--- config.mk ---
export PLATFORM = sky130hd
export DESIGN_NAME = quadratic_real_root_solver
export DESIGN_NICKNAME = d
export VERILOG_FILES = /design/src/rtl/qrr_pkg.sv /design/src/rtl/qrr_mul.sv /design/src/rtl/qrr_sqrt.sv /design/src/rtl/qrr_div.sv /design/src/rtl/quadratic_real_root_solver.sv
export SDC_FILE = /design/constraint.sdc
export NUM_CORES = 1
export LEC_CHECK = 0
export ABC_AREA = 1
export ABC_CLOCK_PERIOD_IN_PS = 10000
export BUFFER_PORTS_ARGS = -buffer_cell sky130_fd_sc_hd__buf_2
export CAP_MARGIN = 20
export CORE_MARGIN = 3
export CORE_UTILIZATION = 42
export DETAILED_ROUTE_END_ITERATION = 7
export GPL_ROUTABILITY_DRIVEN = 0
export GPL_TIMING_DRIVEN = 1
export HOLD_SLACK_MARGIN = 0.15
export SYNTH_ARGS = -nofsm -noshare
export SYNTH_HDL_FRONTEND = slang
export SYNTH_SLANG_ARGS = --single-unit
--- constraint.sdc ---
create_clock -name clk -period 10 [get_ports clk]
set_input_delay 2 -clock clk [delete_from_list [all_inputs] [get_ports clk]]
set_output_delay 2 -clock clk [all_outputs]
set_load 0.03 [all_outputs]
--- src/rtl/qrr_pkg.sv ---
package qrr_pkg;

    localparam int COEF_WIDTH     = 16;
    localparam int ROOT_FRAC_BITS = 16;
    localparam int ROOT_WIDTH     = 40;
    localparam int COUNT_WIDTH    = 2;

    // coefficient magnitude, products, discriminant
    localparam int MAG_W  = COEF_WIDTH;
    localparam int PROD_W = 2 * MAG_W;
    localparam int DISC_W = 2 * COEF_WIDTH + 1;

    // scaled square root of the discriminant
    localparam int ROOT_W = (DISC_W + 1) / 2 + ROOT_FRAC_BITS;

    // divider operands
    localparam int LIN_W  = COEF_WIDTH - 1 + ROOT_FRAC_BITS;
    localparam int NUM_W  = ((ROOT_W > LIN_W) ? ROOT_W : LIN_W) + 1;
    localparam int DEN_W  = COEF_WIDTH + 1;
    localparam int SAT_W  = ((NUM_W > ROOT_WIDTH) ? NUM_W : ROOT_WIDTH) + 1;

    localparam logic [COUNT_WIDTH-1:0] CNT_NONE = 2'd0;
    localparam logic [COUNT_WIDTH-1:0] CNT_ONE  = 2'd1;
    localparam logic [COUNT_WIDTH-1:0] CNT_TWO  = 2'd2;
    localparam logic [COUNT_WIDTH-1:0] CNT_ALL  = 2'd3;

    typedef enum logic [2:0] {
        ST_IDLE,
        ST_CLASS,
        ST_MUL,
        ST_DISC,
        ST_SQRT,
        ST_DIV,
        ST_DONE
    } qrr_state_t;

    typedef struct packed {
        logic signed [COEF_WIDTH-1:0] coef_a;
        logic signed [COEF_WIDTH-1:0] coef_b;
        logic signed [COEF_WIDTH-1:0] coef_c;
    } qrr_in_t;

    typedef struct packed {
        logic        [COUNT_WIDTH-1:0] root_count;
        logic signed [ROOT_WIDTH-1:0]  root_plus;
        logic signed [ROOT_WIDTH-1:0]  root_minus;
    } qrr_out_t;

endpackage

--- src/rtl/qrr_mul.sv ---
module qrr_mul (
    input  logic                        clk,
    input  logic                        rst_n,
    input  logic                        start,
    input  logic [qrr_pkg::MAG_W-1:0]   mcand,
    input  logic [qrr_pkg::MAG_W-1:0]   mplier,
    output logic                        done,
    output logic [qrr_pkg::PROD_W-1:0]  product
);

    localparam int CNT_W = $clog2(qrr_pkg::MAG_W + 1);

    logic [qrr_pkg::PROD_W-1:0] acc_reg, acc_next;
    logic [qrr_pkg::MAG_W-1:0]  mcand_reg, mcand_next;
    logic [qrr_pkg::MAG_W-1:0]  mplier_reg, mplier_next;
    logic [CNT_W-1:0]           cnt_reg, cnt_next;
    logic                       busy_reg, busy_next;
    logic                       done_reg, done_next;

    // msb-first shift-add, one multiplier bit per cycle
    always_comb
    begin
        acc_next    = acc_reg;
        mcand_next  = mcand_reg;
        mplier_next = mplier_reg;
        cnt_next    = cnt_reg;
        busy_next   = busy_reg;
        done_next   = 1'b0;
        priority if (start)
        begin
            acc_next    = '0;
            mcand_next  = mcand;
            mplier_next = mplier;
            cnt_next    = CNT_W'(qrr_pkg::MAG_W);
            busy_next   = 1'b1;
        end
        else if (busy_reg)
        begin
            acc_next = {acc_reg[qrr_pkg::PROD_W-2:0], 1'b0}
                     + (mplier_reg[qrr_pkg::MAG_W-1] ? qrr_pkg::PROD_W'(mcand_reg)
                                                      : qrr_pkg::PROD_W'(0));
            mplier_next = {mplier_reg[qrr_pkg::MAG_W-2:0], 1'b0};
            cnt_next    = cnt_reg - CNT_W'(1);
            if (cnt_reg == CNT_W'(1))
            begin
                busy_next = 1'b0;
                done_next = 1'b1;
            end
        end
        else
        begin
            busy_next = 1'b0;
        end
    end

    always_ff @(posedge clk or negedge rst_n)
    begin
        if (!rst_n)
        begin
            cnt_reg  <= '0;
            busy_reg <= 1'b0;
            done_reg <= 1'b0;
        end
        else
        begin
            cnt_reg  <= cnt_next;
            busy_reg <= busy_next;
            done_reg <= done_next;
        end
    end

    always_ff @(posedge clk)
    begin
        acc_reg    <= acc_next;
        mcand_reg  <= mcand_next;
        mplier_reg <= mplier_next;
    end

    assign done    = done_reg;
    assign product = acc_reg;

endmodule

--- src/rtl/qrr_sqrt.sv ---
module qrr_sqrt (
    input  logic                        clk,
    input  logic                        rst_n,
    input  logic                        start,
    input  logic [qrr_pkg::DISC_W-1:0]  radicand,
    output logic                        done,
    output logic [qrr_pkg::ROOT_W-1:0]  root
);

    localparam int RAD_W = 2 * qrr_pkg::ROOT_W;
    localparam int REM_W = qrr_pkg::ROOT_W + 2;
    localparam int CNT_W = $clog2(qrr_pkg::ROOT_W + 1);

    logic [RAD_W-1:0]           rad_reg, rad_next;
    logic [REM_W-1:0]           rem_reg, rem_next;
    logic [qrr_pkg::ROOT_W-1:0] root_reg, root_next;
    logic [CNT_W-1:0]           cnt_reg, cnt_next;
    logic                       busy_reg, busy_next;
    logic                       done_reg, done_next;

    logic [REM_W-1:0] rem_shift;
    logic [REM_W-1:0] trial;
    logic             fits;

    // restoring root, two radicand bits in and one root bit out per cycle
    assign rem_shift = {rem_reg[REM_W-3:0], rad_reg[RAD_W-1:RAD_W-2]};
    assign trial     = {root_reg, 2'b01};
    assign fits      = rem_shift >= trial;

    always_comb
    begin
        rad_next  = rad_reg;
        rem_next  = rem_reg;
        root_next = root_reg;
        cnt_next  = cnt_reg;
        busy_next = busy_reg;
        done_next = 1'b0;
        priority if (start)
        begin
            rad_next  = RAD_W'(radicand) << (2 * qrr_pkg::ROOT_FRAC_BITS);
            rem_next  = '0;
            root_next = '0;
            cnt_next  = CNT_W'(qrr_pkg::ROOT_W);
            busy_next = 1'b1;
        end
        else if (busy_reg)
        begin
            rad_next  = {rad_reg[RAD_W-3:0], 2'b00};
            rem_next  = fits ? (rem_shift - trial) : rem_shift;
            root_next = {root_reg[qrr_pkg::ROOT_W-2:0], fits};
            cnt_next  = cnt_reg - CNT_W'(1);
            if (cnt_reg == CNT_W'(1))
            begin
                busy_next = 1'b0;
                done_next = 1'b1;
            end
        end
        else
        begin
            busy_next = 1'b0;
        end
    end

    always_ff @(posedge clk or negedge rst_n)
    begin
        if (!rst_n)
        begin
            cnt_reg  <= '0;
            busy_reg <= 1'b0;
            done_reg <= 1'b0;
        end
        else
        begin
            cnt_reg  <= cnt_next;
            busy_reg <= busy_next;
            done_reg <= done_next;
        end
    end

    always_ff @(posedge clk)
    begin
        rad_reg  <= rad_next;
        rem_reg  <= rem_next;
        root_reg <= root_next;
    end

    assign done = done_reg;
    assign root = root_reg;

endmodule

--- src/rtl/qrr_div.sv ---
module qrr_div (
    input  logic                                clk,
    input  logic                                rst_n,
    input  logic                                start,
    input  logic [qrr_pkg::NUM_W-1:0]           num_mag,
    input  logic [qrr_pkg::DEN_W-1:0]           den_mag,
    input  logic                                neg,
    output logic                                done,
    output logic signed [qrr_pkg::ROOT_WIDTH-1:0] quot
);

    localparam int CNT_W = $clog2(qrr_pkg::NUM_W + 1);
    localparam int SAT_W = qrr_pkg::SAT_W;
    localparam logic [SAT_W-1:0] NEG_LIM = SAT_W'(1) << (qrr_pkg::ROOT_WIDTH - 1);
    localparam logic [SAT_W-1:0] POS_LIM = NEG_LIM - SAT_W'(1);

    logic [qrr_pkg::NUM_W-1:0] nq_reg, nq_next;
    logic [qrr_pkg::DEN_W-1:0] rem_reg, rem_next;
    logic [qrr_pkg::DEN_W-1:0] den_reg, den_next;
    logic                      neg_reg, neg_next;
    logic [CNT_W-1:0]          cnt_reg, cnt_next;
    logic                      busy_reg, busy_next;
    logic                      done_reg, done_next;

    logic [qrr_pkg::DEN_W:0]   rem_shift;
    logic [qrr_pkg::DEN_W:0]   den_ext;
    logic                      fits;
    logic [SAT_W-1:0]          q_ext;
    logic [SAT_W-1:0]          q_lim;
    logic [SAT_W-1:0]          q_signed;

    // restoring division, numerator bits shift out as quotient bits shift in
    assign rem_shift = {rem_reg, nq_reg[qrr_pkg::NUM_W-1]};
    assign den_ext   = {1'b0, den_reg};
    assign fits      = rem_shift >= den_ext;

    always_comb
    begin
        nq_next   = nq_reg;
        rem_next  = rem_reg;
        den_next  = den_reg;
        neg_next  = neg_reg;
        cnt_next  = cnt_reg;
        busy_next = busy_reg;
        done_next = 1'b0;
        priority if (start)
        begin
            nq_next   = num_mag;
            rem_next  = '0;
            den_next  = den_mag;
            neg_next  = neg;
            cnt_next  = CNT_W'(qrr_pkg::NUM_W);
            busy_next = 1'b1;
        end
        else if (busy_reg)
        begin
            nq_next   = {nq_reg[qrr_pkg::NUM_W-2:0], fits};
            rem_next  = fits ? qrr_pkg::DEN_W'(rem_shift - den_ext)
                             : qrr_pkg::DEN_W'(rem_shift);
            cnt_next  = cnt_reg - CNT_W'(1);
            if (cnt_reg == CNT_W'(1))
            begin
                busy_next = 1'b0;
                done_next = 1'b1;
            end
        end
        else
        begin
            busy_next = 1'b0;
        end
    end

    // sign and saturation to the result range
    always_comb
    begin
        q_ext = SAT_W'(nq_reg);
        if (neg_reg)
        begin
            q_lim    = (q_ext > NEG_LIM) ? NEG_LIM : q_ext;
            q_signed = SAT_W'(0) - q_lim;
        end
        else
        begin
            q_lim    = (q_ext > POS_LIM) ? POS_LIM : q_ext;
            q_signed = q_lim;
        end
    end

    always_ff @(posedge clk or negedge rst_n)
    begin
        if (!rst_n)
        begin
            cnt_reg  <= '0;
            busy_reg <= 1'b0;
            done_reg <= 1'b0;
        end
        else
        begin
            cnt_reg  <= cnt_next;
            busy_reg <= busy_next;
            done_reg <= done_next;
        end
    end

    always_ff @(posedge clk)
    begin
        nq_reg  <= nq_next;
        rem_reg <= rem_next;
        den_reg <= den_next;
        neg_reg <= neg_next;
    end

    assign done = done_reg;
    assign quot = signed'(q_signed[qrr_pkg::ROOT_WIDTH-1:0]);

endmodule

--- src/rtl/quadratic_real_root_solver.sv ---
// real roots of a*x^2 + b*x + c for signed q8.8 coefficients
//
// input: coefs is taken at a rising edge with start high and busy low. busy
// stays high until the result cycle is over; one item is in work at a time.
// output: done is high for exactly one cycle and roots is valid in that
// cycle. the receiver cannot stall, the transfer happens in the done cycle.
//
// sequence from the accepting edge to the done cycle:
//   two roots or a double root  classify, the bit-serial products b*b and
//                           a*c, discriminant, restoring square root, then
//                           the two restoring divisions run side by side
//   negative discriminant   stops after the discriminant
//   linear case             classify and division only
//   a = b = 0               classify only
// busy drops in the cycle after done.
//
// reset clears the control state: busy and done go low, nothing is pending.
module quadratic_real_root_solver (
    input  logic              clk,
    input  logic              rst_n,
    input  logic              start,
    output logic              busy,
    input  qrr_pkg::qrr_in_t  coefs,
    output logic              done,
    output qrr_pkg::qrr_out_t roots
);

    localparam int NS_W = qrr_pkg::NUM_W + 1;
    localparam int DX_W = qrr_pkg::DISC_W + 1;

    qrr_pkg::qrr_state_t state_reg, state_next;
    qrr_pkg::qrr_in_t    in_reg, in_next;

    logic [qrr_pkg::COUNT_WIDTH-1:0]     count_reg, count_next;
    logic signed [qrr_pkg::ROOT_WIDTH-1:0] high_reg, high_next;
    logic signed [qrr_pkg::ROOT_WIDTH-1:0] low_reg, low_next;

    logic mul_start, sqrt_start, div_start;
    logic bb_done, ac_done, mul_done;
    logic sqrt_done;
    logic hdiv_done, ldiv_done, div_done;

    logic [qrr_pkg::PROD_W-1:0] b2, p;
    logic [qrr_pkg::ROOT_W-1:0] sqrt_root;
    logic signed [qrr_pkg::ROOT_WIDTH-1:0] high_quot, low_quot;

    logic a_neg, b_neg, c_neg;
    logic a_zero, b_zero, c_zero;
    logic [qrr_pkg::MAG_W-1:0] a_mag, b_mag, c_mag;

    logic [DX_W-1:0] b2_ext, p4, d_sum, d_diff, d_val;
    logic            ac_neg, d_neg, d_zero;

    logic signed [NS_W-1:0] b_shift, c_shift, s_ext;
    logic signed [NS_W-1:0] num_h, num_l;
    logic                   nh_neg, nl_neg;
    logic [qrr_pkg::NUM_W-1:0] nh_mag, nl_mag;
    logic [qrr_pkg::DEN_W-1:0] den_mag;
    logic                      den_neg;

    // operand decode
    assign a_neg  = in_reg.coef_a[qrr_pkg::COEF_WIDTH-1];
    assign b_neg  = in_reg.coef_b[qrr_pkg::COEF_WIDTH-1];
    assign c_neg  = in_reg.coef_c[qrr_pkg::COEF_WIDTH-1];
    assign a_zero = in_reg.coef_a == '0;
    assign b_zero = in_reg.coef_b == '0;
    assign c_zero = in_reg.coef_c == '0;
    assign a_mag  = a_neg ? qrr_pkg::MAG_W'(-in_reg.coef_a) : qrr_pkg::MAG_W'(in_reg.coef_a);
    assign b_mag  = b_neg ? qrr_pkg::MAG_W'(-in_reg.coef_b) : qrr_pkg::MAG_W'(in_reg.coef_b);
    assign c_mag  = c_neg ? qrr_pkg::MAG_W'(-in_reg.coef_c) : qrr_pkg::MAG_W'(in_reg.coef_c);

    qrr_mul u_mul_bb (
        .clk     (clk),
        .rst_n   (rst_n),
        .start   (mul_start),
        .mcand   (b_mag),
        .mplier  (b_mag),
        .done    (bb_done),
        .product (b2)
    );

    qrr_mul u_mul_ac (
        .clk     (clk),
        .rst_n   (rst_n),
        .start   (mul_start),
        .mcand   (a_mag),
        .mplier  (c_mag),
        .done    (ac_done),
        .product (p)
    );

    assign mul_done = bb_done & ac_done;

    // discriminant b^2 - 4ac from the two magnitudes
    assign ac_neg = (a_neg != c_neg) && !c_zero;
    assign b2_ext = DX_W'(b2);
    assign p4     = DX_W'(p) << 2;
    assign d_sum  = b2_ext + p4;
    assign d_diff = b2_ext - p4;
    assign d_neg  = !ac_neg && d_diff[DX_W-1];
    assign d_zero = !ac_neg && (d_diff == '0);
    assign d_val  = ac_neg ? d_sum : d_diff;

    qrr_sqrt u_sqrt (
        .clk      (clk),
        .rst_n    (rst_n),
        .start    (sqrt_start),
        .radicand (d_val[qrr_pkg::DISC_W-1:0]),
        .done     (sqrt_done),
        .root     (sqrt_root)
    );

    // numerators and denominator, linear case when a is zero
    assign b_shift = NS_W'(in_reg.coef_b) <<< qrr_pkg::ROOT_FRAC_BITS;
    assign c_shift = NS_W'(in_reg.coef_c) <<< qrr_pkg::ROOT_FRAC_BITS;
    assign s_ext   = signed'(NS_W'(sqrt_root));
    assign num_h   = a_zero ? -c_shift : (s_ext - b_shift);
    assign num_l   = a_zero ? -c_shift : (-b_shift - s_ext);
    assign nh_neg  = num_h[NS_W-1];
    assign nl_neg  = num_l[NS_W-1];
    assign nh_mag  = qrr_pkg::NUM_W'(nh_neg ? -num_h : num_h);
    assign nl_mag  = qrr_pkg::NUM_W'(nl_neg ? -num_l : num_l);
    assign den_mag = a_zero ? qrr_pkg::DEN_W'(b_mag) : {a_mag, 1'b0};
    assign den_neg = a_zero ? b_neg : a_neg;

    qrr_div u_div_high (
        .clk     (clk),
        .rst_n   (rst_n),
        .start   (div_start),
        .num_mag (nh_mag),
        .den_mag (den_mag),
        .neg     (nh_neg ^ den_neg),
        .done    (hdiv_done),
        .quot    (high_quot)
    );

    qrr_div u_div_low (
        .clk     (clk),
        .rst_n   (rst_n),
        .start   (div_start),
        .num_mag (nl_mag),
        .den_mag (den_mag),
        .neg     (nl_neg ^ den_neg),
        .done    (ldiv_done),
        .quot    (low_quot)
    );

    assign div_done = hdiv_done & ldiv_done;

    always_comb
    begin
        state_next = state_reg;
        in_next    = in_reg;
        count_next = count_reg;
        high_next  = high_reg;
        low_next   = low_reg;
        mul_start  = 1'b0;
        sqrt_start = 1'b0;
        div_start  = 1'b0;
        unique case (state_reg)
            qrr_pkg::ST_IDLE:
            begin
                if (start)
                begin
                    in_next    = coefs;
                    state_next = qrr_pkg::ST_CLASS;
                end
            end
            qrr_pkg::ST_CLASS:
            begin
                priority if (a_zero && b_zero)
                begin
                    count_next = c_zero ? qrr_pkg::CNT_ALL : qrr_pkg::CNT_NONE;
                    high_next  = '0;
                    low_next   = '0;
                    state_next = qrr_pkg::ST_DONE;
                end
                else if (a_zero)
                begin
                    count_next = qrr_pkg::CNT_ONE;
                    div_start  = 1'b1;
                    state_next = qrr_pkg::ST_DIV;
                end
                else
                begin
                    mul_start  = 1'b1;
                    state_next = qrr_pkg::ST_MUL;
                end
            end
            qrr_pkg::ST_MUL:
            begin
                if (mul_done)
                begin
                    state_next = qrr_pkg::ST_DISC;
                end
            end
            qrr_pkg::ST_DISC:
            begin
                if (d_neg)
                begin
                    count_next = qrr_pkg::CNT_NONE;
                    high_next  = '0;
                    low_next   = '0;
                    state_next = qrr_pkg::ST_DONE;
                end
                else
                begin
                    count_next = d_zero ? qrr_pkg::CNT_ONE : qrr_pkg::CNT_TWO;
                    sqrt_start = 1'b1;
                    state_next = qrr_pkg::ST_SQRT;
                end
            end
            qrr_pkg::ST_SQRT:
            begin
                if (sqrt_done)
                begin
                    div_start  = 1'b1;
                    state_next = qrr_pkg::ST_DIV;
                end
            end
            qrr_pkg::ST_DIV:
            begin
                if (div_done)
                begin
                    high_next  = high_quot;
                    low_next   = low_quot;
                    state_next = qrr_pkg::ST_DONE;
                end
            end
            qrr_pkg::ST_DONE:
            begin
                state_next = qrr_pkg::ST_IDLE;
            end
            default:
            begin
                state_next = qrr_pkg::ST_IDLE;
            end
        endcase
    end

    always_ff @(posedge clk or negedge rst_n)
    begin
        if (!rst_n)
        begin
            state_reg <= qrr_pkg::ST_IDLE;
        end
        else
        begin
            state_reg <= state_next;
        end
    end

    always_ff @(posedge clk)
    begin
        in_reg    <= in_next;
        count_reg <= count_next;
        high_reg  <= high_next;
        low_reg   <= low_next;
    end

    assign busy             = state_reg != qrr_pkg::ST_IDLE;
    assign done             = state_reg == qrr_pkg::ST_DONE;
    assign roots.root_count = count_reg;
    assign roots.root_plus  = high_reg;
    assign roots.root_minus = low_reg;

    // result strobe lasts one cycle
    assert property (@(posedge clk) disable iff (!rst_n) done |=> !done)
        else $error("result strobe longer than one cycle");

    // an accepted transfer makes the block busy
    assert property (@(posedge clk) disable iff (!rst_n) (start && !busy) |=> busy)
        else $error("accepted transfer did not start work");

    // no roots or every x: both root fields are zero
    assert property (@(posedge clk) disable iff (!rst_n)
        (done && (roots.root_count == qrr_pkg::CNT_NONE ||
                  roots.root_count == qrr_pkg::CNT_ALL))
        |-> (roots.root_plus == '0 && roots.root_minus == '0))
        else $error("root fields not zero without a single root");

    // a single root appears in both fields
    assert property (@(posedge clk) disable iff (!rst_n)
        (done && roots.root_count == qrr_pkg::CNT_ONE) |-> (roots.root_plus == roots.root_minus))
        else $error("single root differs between fields");

endmodule

* After elaboration in Yosys (flattened, before gate mapping)
Index checks and enable logic that the tools add are counted.
** Cells by class
- Reduce and logical (&&, ||, !) cells :: 23
- Eq/ne operators :: 19
- Bitwise gates (word level) :: 4
- Add/subtract/negate cells :: 23
- Mux-type cells :: 96
- $lt $le $gt $ge :: 3
** Operators with widths (count)
- $mux 40 :: 6
- $pmux 40 s3 :: 2
- $mux 34 :: 6
- $mux 16 :: 10
- $mux 65 :: 2
- $mux 35 :: 2
- $neg 32->35 :: 2
- $sub 1x34->35 const A :: 2
- $neg 34->34 :: 2
- $mux 33 :: 2
- $add 32x32->32 :: 2
- $logic_not 16->1 :: 3
- $neg 16->16 :: 3
- $mux 1 :: 39
- $ge 18x17->1 :: 2
- $mux 6 :: 6
- $ge 35x35->1 :: 1
- $sub 34x32->35 :: 1
- $sub 35x34->35 :: 1
- $logic_not 34->1 :: 1
- $mux 17 :: 2
- $sub 17x17->17 :: 2
- $sub 32x34->34 :: 1
- $add 32x33->33 :: 1
- other kinds (27) :: 67
** Word-level totals
- Flip-flop bits (word level) :: 520
- Input bits :: 51
- Output and inout bits :: 84
- Logic and storage cells :: 209

* Longest topological paths before layout
- Depth after elaboration :: 8
- Gate-level depth with buffers :: 25
- Mapped depth without buffers :: 25

* Modules after synthesis
A second synthesis with hierarchy kept.
** Unflattened totals
- Cell total of the unflattened synthesis :: 6301
- Area, all modules :: 42442.0 µm²
** Modules (own cells, without submodules)
- quadratic_real_root_solver :: cells each 2636, area an instance 16522.1 µm², times used 1
- qrr_div :: cells each 724, area an instance 5377.7 µm², times used 2
- qrr_mul :: cells each 581, area an instance 4115.2 µm², times used 2
- qrr_sqrt :: cells each 1055, area an instance 6934.2 µm², times used 1

* Least setup slack after synthesis
Ideal clock, no wire load.
- Path kind :: register -> register
- From :: reg u_mul_ac.acc_reg, in the netlist u_mul_ac.product[15]
- To :: reg high_reg[0] (netlist name) (enable)
- Clock period less this slack :: 7.433 ns
- Cell stages (with the launch flop) :: 18
- Data required time :: 9.416 ns
- Path slack :: 2.567 ns
- Data arrival time :: 6.848 ns
- Cells stage by stage :: dfxtp_1 -> inv_1 -> ha_1 -> nand2_1 -> nor2_1 -> inv_2 -> nor2_1 -> nand4_1 -> nand3_1 -> nand2_1 -> nand2_1 -> nand2_1 -> nand2_2 -> nand2_2 -> nand2_4 -> inv_1 -> buf_2 -> nor3_1
** Between the ends
- Cells in the longest elaborated chain, start to end :: 4
** RTL lines
- start: declaration :: line qrr_mul.sv:13 : logic [qrr_pkg::PROD_W-1:0] acc_reg, acc_next;
- start signal: assignment :: line qrr_mul.sv:74 : acc_reg <= acc_next;
- $sub 32x34->34 :: line quadratic_real_root_solver.sv:99 : assign d_diff = b2_ext - p4;
- $logic_and 1x1->1 :: line quadratic_real_root_solver.sv:100 : assign d_neg = !ac_neg && d_diff[DX_W-1];
- $ne 2x2->1 (no source line)
- $reduce_and 4->1 (no source line)
- end signal: assignment :: line quadratic_real_root_solver.sv:257 : high_reg <= high_next;
- end: declaration :: line quadratic_real_root_solver.sv:35 : logic signed [qrr_pkg::ROOT_WIDTH-1:0] high_reg, high_next;
No other way between the ends.
A chain may end at the register's enable or synchronous reset.

* Worst setup path after layout
- From :: reg u_mul_ac.acc_reg, in the netlist u_mul_ac.product[15]
- To :: reg high_reg[14] (netlist name) (enable)
The elaborated chain is that of the path after synthesis.

==> flow_summary.json <==
{
  "netlist_area_um2": 37570,
  "clkTransAtPathRegs_ns": 0.06,
  "yosys-top-cells-count": "1,275 x nand2_1, 737 x inv_1, 474 x nor2_1",
  "clockRootBuffer": "clkbuf_16",
  "hp-class": "reg2reg",
  "finalSetupTns_ns": 0,
  "fin_nets": 5618,
  "yosys.cell_count.top_type": "nand2_1",
  "whs_ns": 0.4551,
  "multi_input_area_um2": 20600,
  "drc": 0,
  "fillers": 8953,
  "setup_viol_count_final": 0,
  "cts_resized": 0,
  "synth_seq_cells": 510,
  "clkSinkCount": 510,
  "synth_cell_types": 60,
  "cp-end-kind": "flip-flop",
  "hpwl_um": 89610,
  "worst_pin_slew_ns": 1.048,
  "first_pass_iters": 6,
  "period_needed_ns": 4.755,
  "period_share_pct": 47.55,
  "worstRegToRegCells": 18,
  "grt_max_degree": 86,
  "cts_made_buffers": 59,
  "io_pins": 135,
  "cp-start-kind": "flip-flop",
  "hold_depth": 2,
  "routed_via_density": 5.395,
  "drive_gt1_share_pct": 6.078,
  "ys_top_cells_by_area": "edfxtp_1 24%, nand2_1 13%, dfxtp_1 8.8%, ha_1 8.2%, inv_1 7.4%",
  "clockBufferDepth": 3,
  "synth_top_area_cell": "edfxtp_1",
  "grtUsageTotal_pct": 24.29,
  "grt_pass1_vias": 32492,
  "seqCellArea_um2": 13460,
  "final_hold_viol_count": 0,
  "ys_async_sr_fraction_pct": 8.039,
  "slew_headroom_pct": 30.07,
  "grt_pass1_wl_um": 180900,
  "synth_warnings": 0,
  "ant_nets": 0,
  "io_buffers": 134,
  "fmax_ghz": 0.2103,
  "netlist.area_leader.share_pct": 24.30,
  "syn_to_final_growth_pct": 9.719,
  "path_class": "reg2reg",
  "outcome": "finished clean",
  "syn-mean-instance-area_um2": 7.158,
  "cts_tree": "done",
  "initial_core_util_pct": 42.44,
  "overflow": 0,
  "synth_ff_type": "edfxtp_1",
  "die_x_um": 305.1,
  "place_area_um2": 39190,
  "core_area_um2": 88510,
  "num_vias": 35232,
  "cts.hold.buffers_added": 0,
  "worstPathArrival_ns": 5.02,
  "antenna_found_initial": 0,
  "post_cts_buffers": 0,
  "finalMaxSlewViolations": 0,
  "synth_edf_count": 304,
  "final_area_um2": 41220,
  "crit_path_max_fanout": 70,
  "syn_inst": 5248,
  "finalClockSkew_ns": 0.03182,
  "synth_fp_nets": 5552,
  "clk_latency_ns": 0.67,
  "maxCapViolCount": 0,
  "die_h_um": 305.1,
  "synth_seq_area_share_pct": 35.82,
  "h-tree-depth": 2,
  "wl_per_cell_um": 17.81,
  "first_iter_violations": 3584,
  "grt_setup_unrepaired": "false",
  "wl_um": 116300,
  "cp.required_ns": 10.26,
  "die-area_um2": 93070,
  "rows": 109
}
metrics by stage:
step,utilization [%],cells,worst slack (ns)
floorplan,-,5248,2.567
global placement,44.28,6416,5.419
detailed placement,44.28,6416,5.306
CTS,46.51,6527,5.273
global route,46.56,6529,4.849
finish,46.57,6530,5.245
layer usage:
layer	GRT usage [%]	part of all wire [%]
met2	38.38	44
met1	34.73	46
met4	7.233	2.9
met3	3.064	7.0
met5	0	0
critical path: stages (launching register included):
cell,delay [ns]
dfxtp_1,0.46
inv_1,0.10
ha_1,0.41
nand2_1,0.11
nor2_1,0.18
inv_2,0.05
nor2_1,0.13
nand4_1,0.20
nand3_1,0.17
nand2_1,0.08
nand2_1,0.06
nand2_1,0.06
nand2_2,0.08
nand2_2,0.07
nand2_4,0.48
inv_1,0.46
buf_4,0.32
nor3_2,0.11
buf_4,0.69
path summary, 6_finish.rpt:
kind / start / end / slack, ns
worst max-delay path: u_mul_ac.product[15] / high_reg[14] / 5.24
worst min-delay path: u_sqrt.rem_reg[31] / u_sqrt.rem_reg[31] / 0.46
worst max register to register: u_mul_ac.product[15] / high_reg[14] / 5.24
worst min register to register: u_sqrt.rem_reg[31] / u_sqrt.rem_reg[31] / 0.46
max in group asynchronous: rst_n / u_sqrt.cnt_reg[3] / 8.08
min in group asynchronous: rst_n / u_div_low.cnt_reg[2] / 1.44
kinds of logic (layout without fill, tap and decap cells):
kind of cell	Yosys count	after routing	synth area share, %
AOI/OAI and AO/OA	1039	1039	15.20
xor gates and xnor gates	205	205	4.780
adders and majority gates	253	253	8.566
buffers and inverters	907	1023	9.439
DFF	510	510	35.82
other	0	1	0
and+or+nand+nor	2334	2334	26.19
placed cells by master (no fill, tap or decap), types with 6 or more instances in the layout:
cell type  instances
fa_1               7
clkbuf_1          14
clkinv_1          17
or2_2             12
o31ai_1            7
dfxtp_1          165
clkbuf_16         59
edfxtp_1         304
o211ai_1          21
nand2_1         1273
nand3b_1          14
clkinv_2           6
ha_1             246
inv_1            737
nor4_1            25
buf_2            134
o21ai_0          421
bufinv_16          9
nand3_1          299
o21a_1            16
inv_2             10
nand2_2           13
a221oi_1           9
o21bai_1          25
dfrtp_1           41
nor2_4            12
xnor2_1           70
a31oi_1           33
xor2_1           135
buf_4             25
a21oi_1          373
nand4_1           72
a21o_1            20
o22ai_1           57
nor2_1           471
nor2_2            13
nor3_1           106
o21ai_1           27
layout make-up:
cell class	instances	share of cell area [%]
Multi-Input combinational cell	3831	49.98
Clock buffer	73	3.710
Clock inverter	38	1.081
Antenna cell	1	0.006071
Inverter	751	6.839
Tap cell	1165	3.537
Timing Repair Buffer	161	2.198
Sequential cell	510	32.65
Power is not shown: default switching activity piles up to over one toggle a cycle in this logic, so the estimate is an artifact.
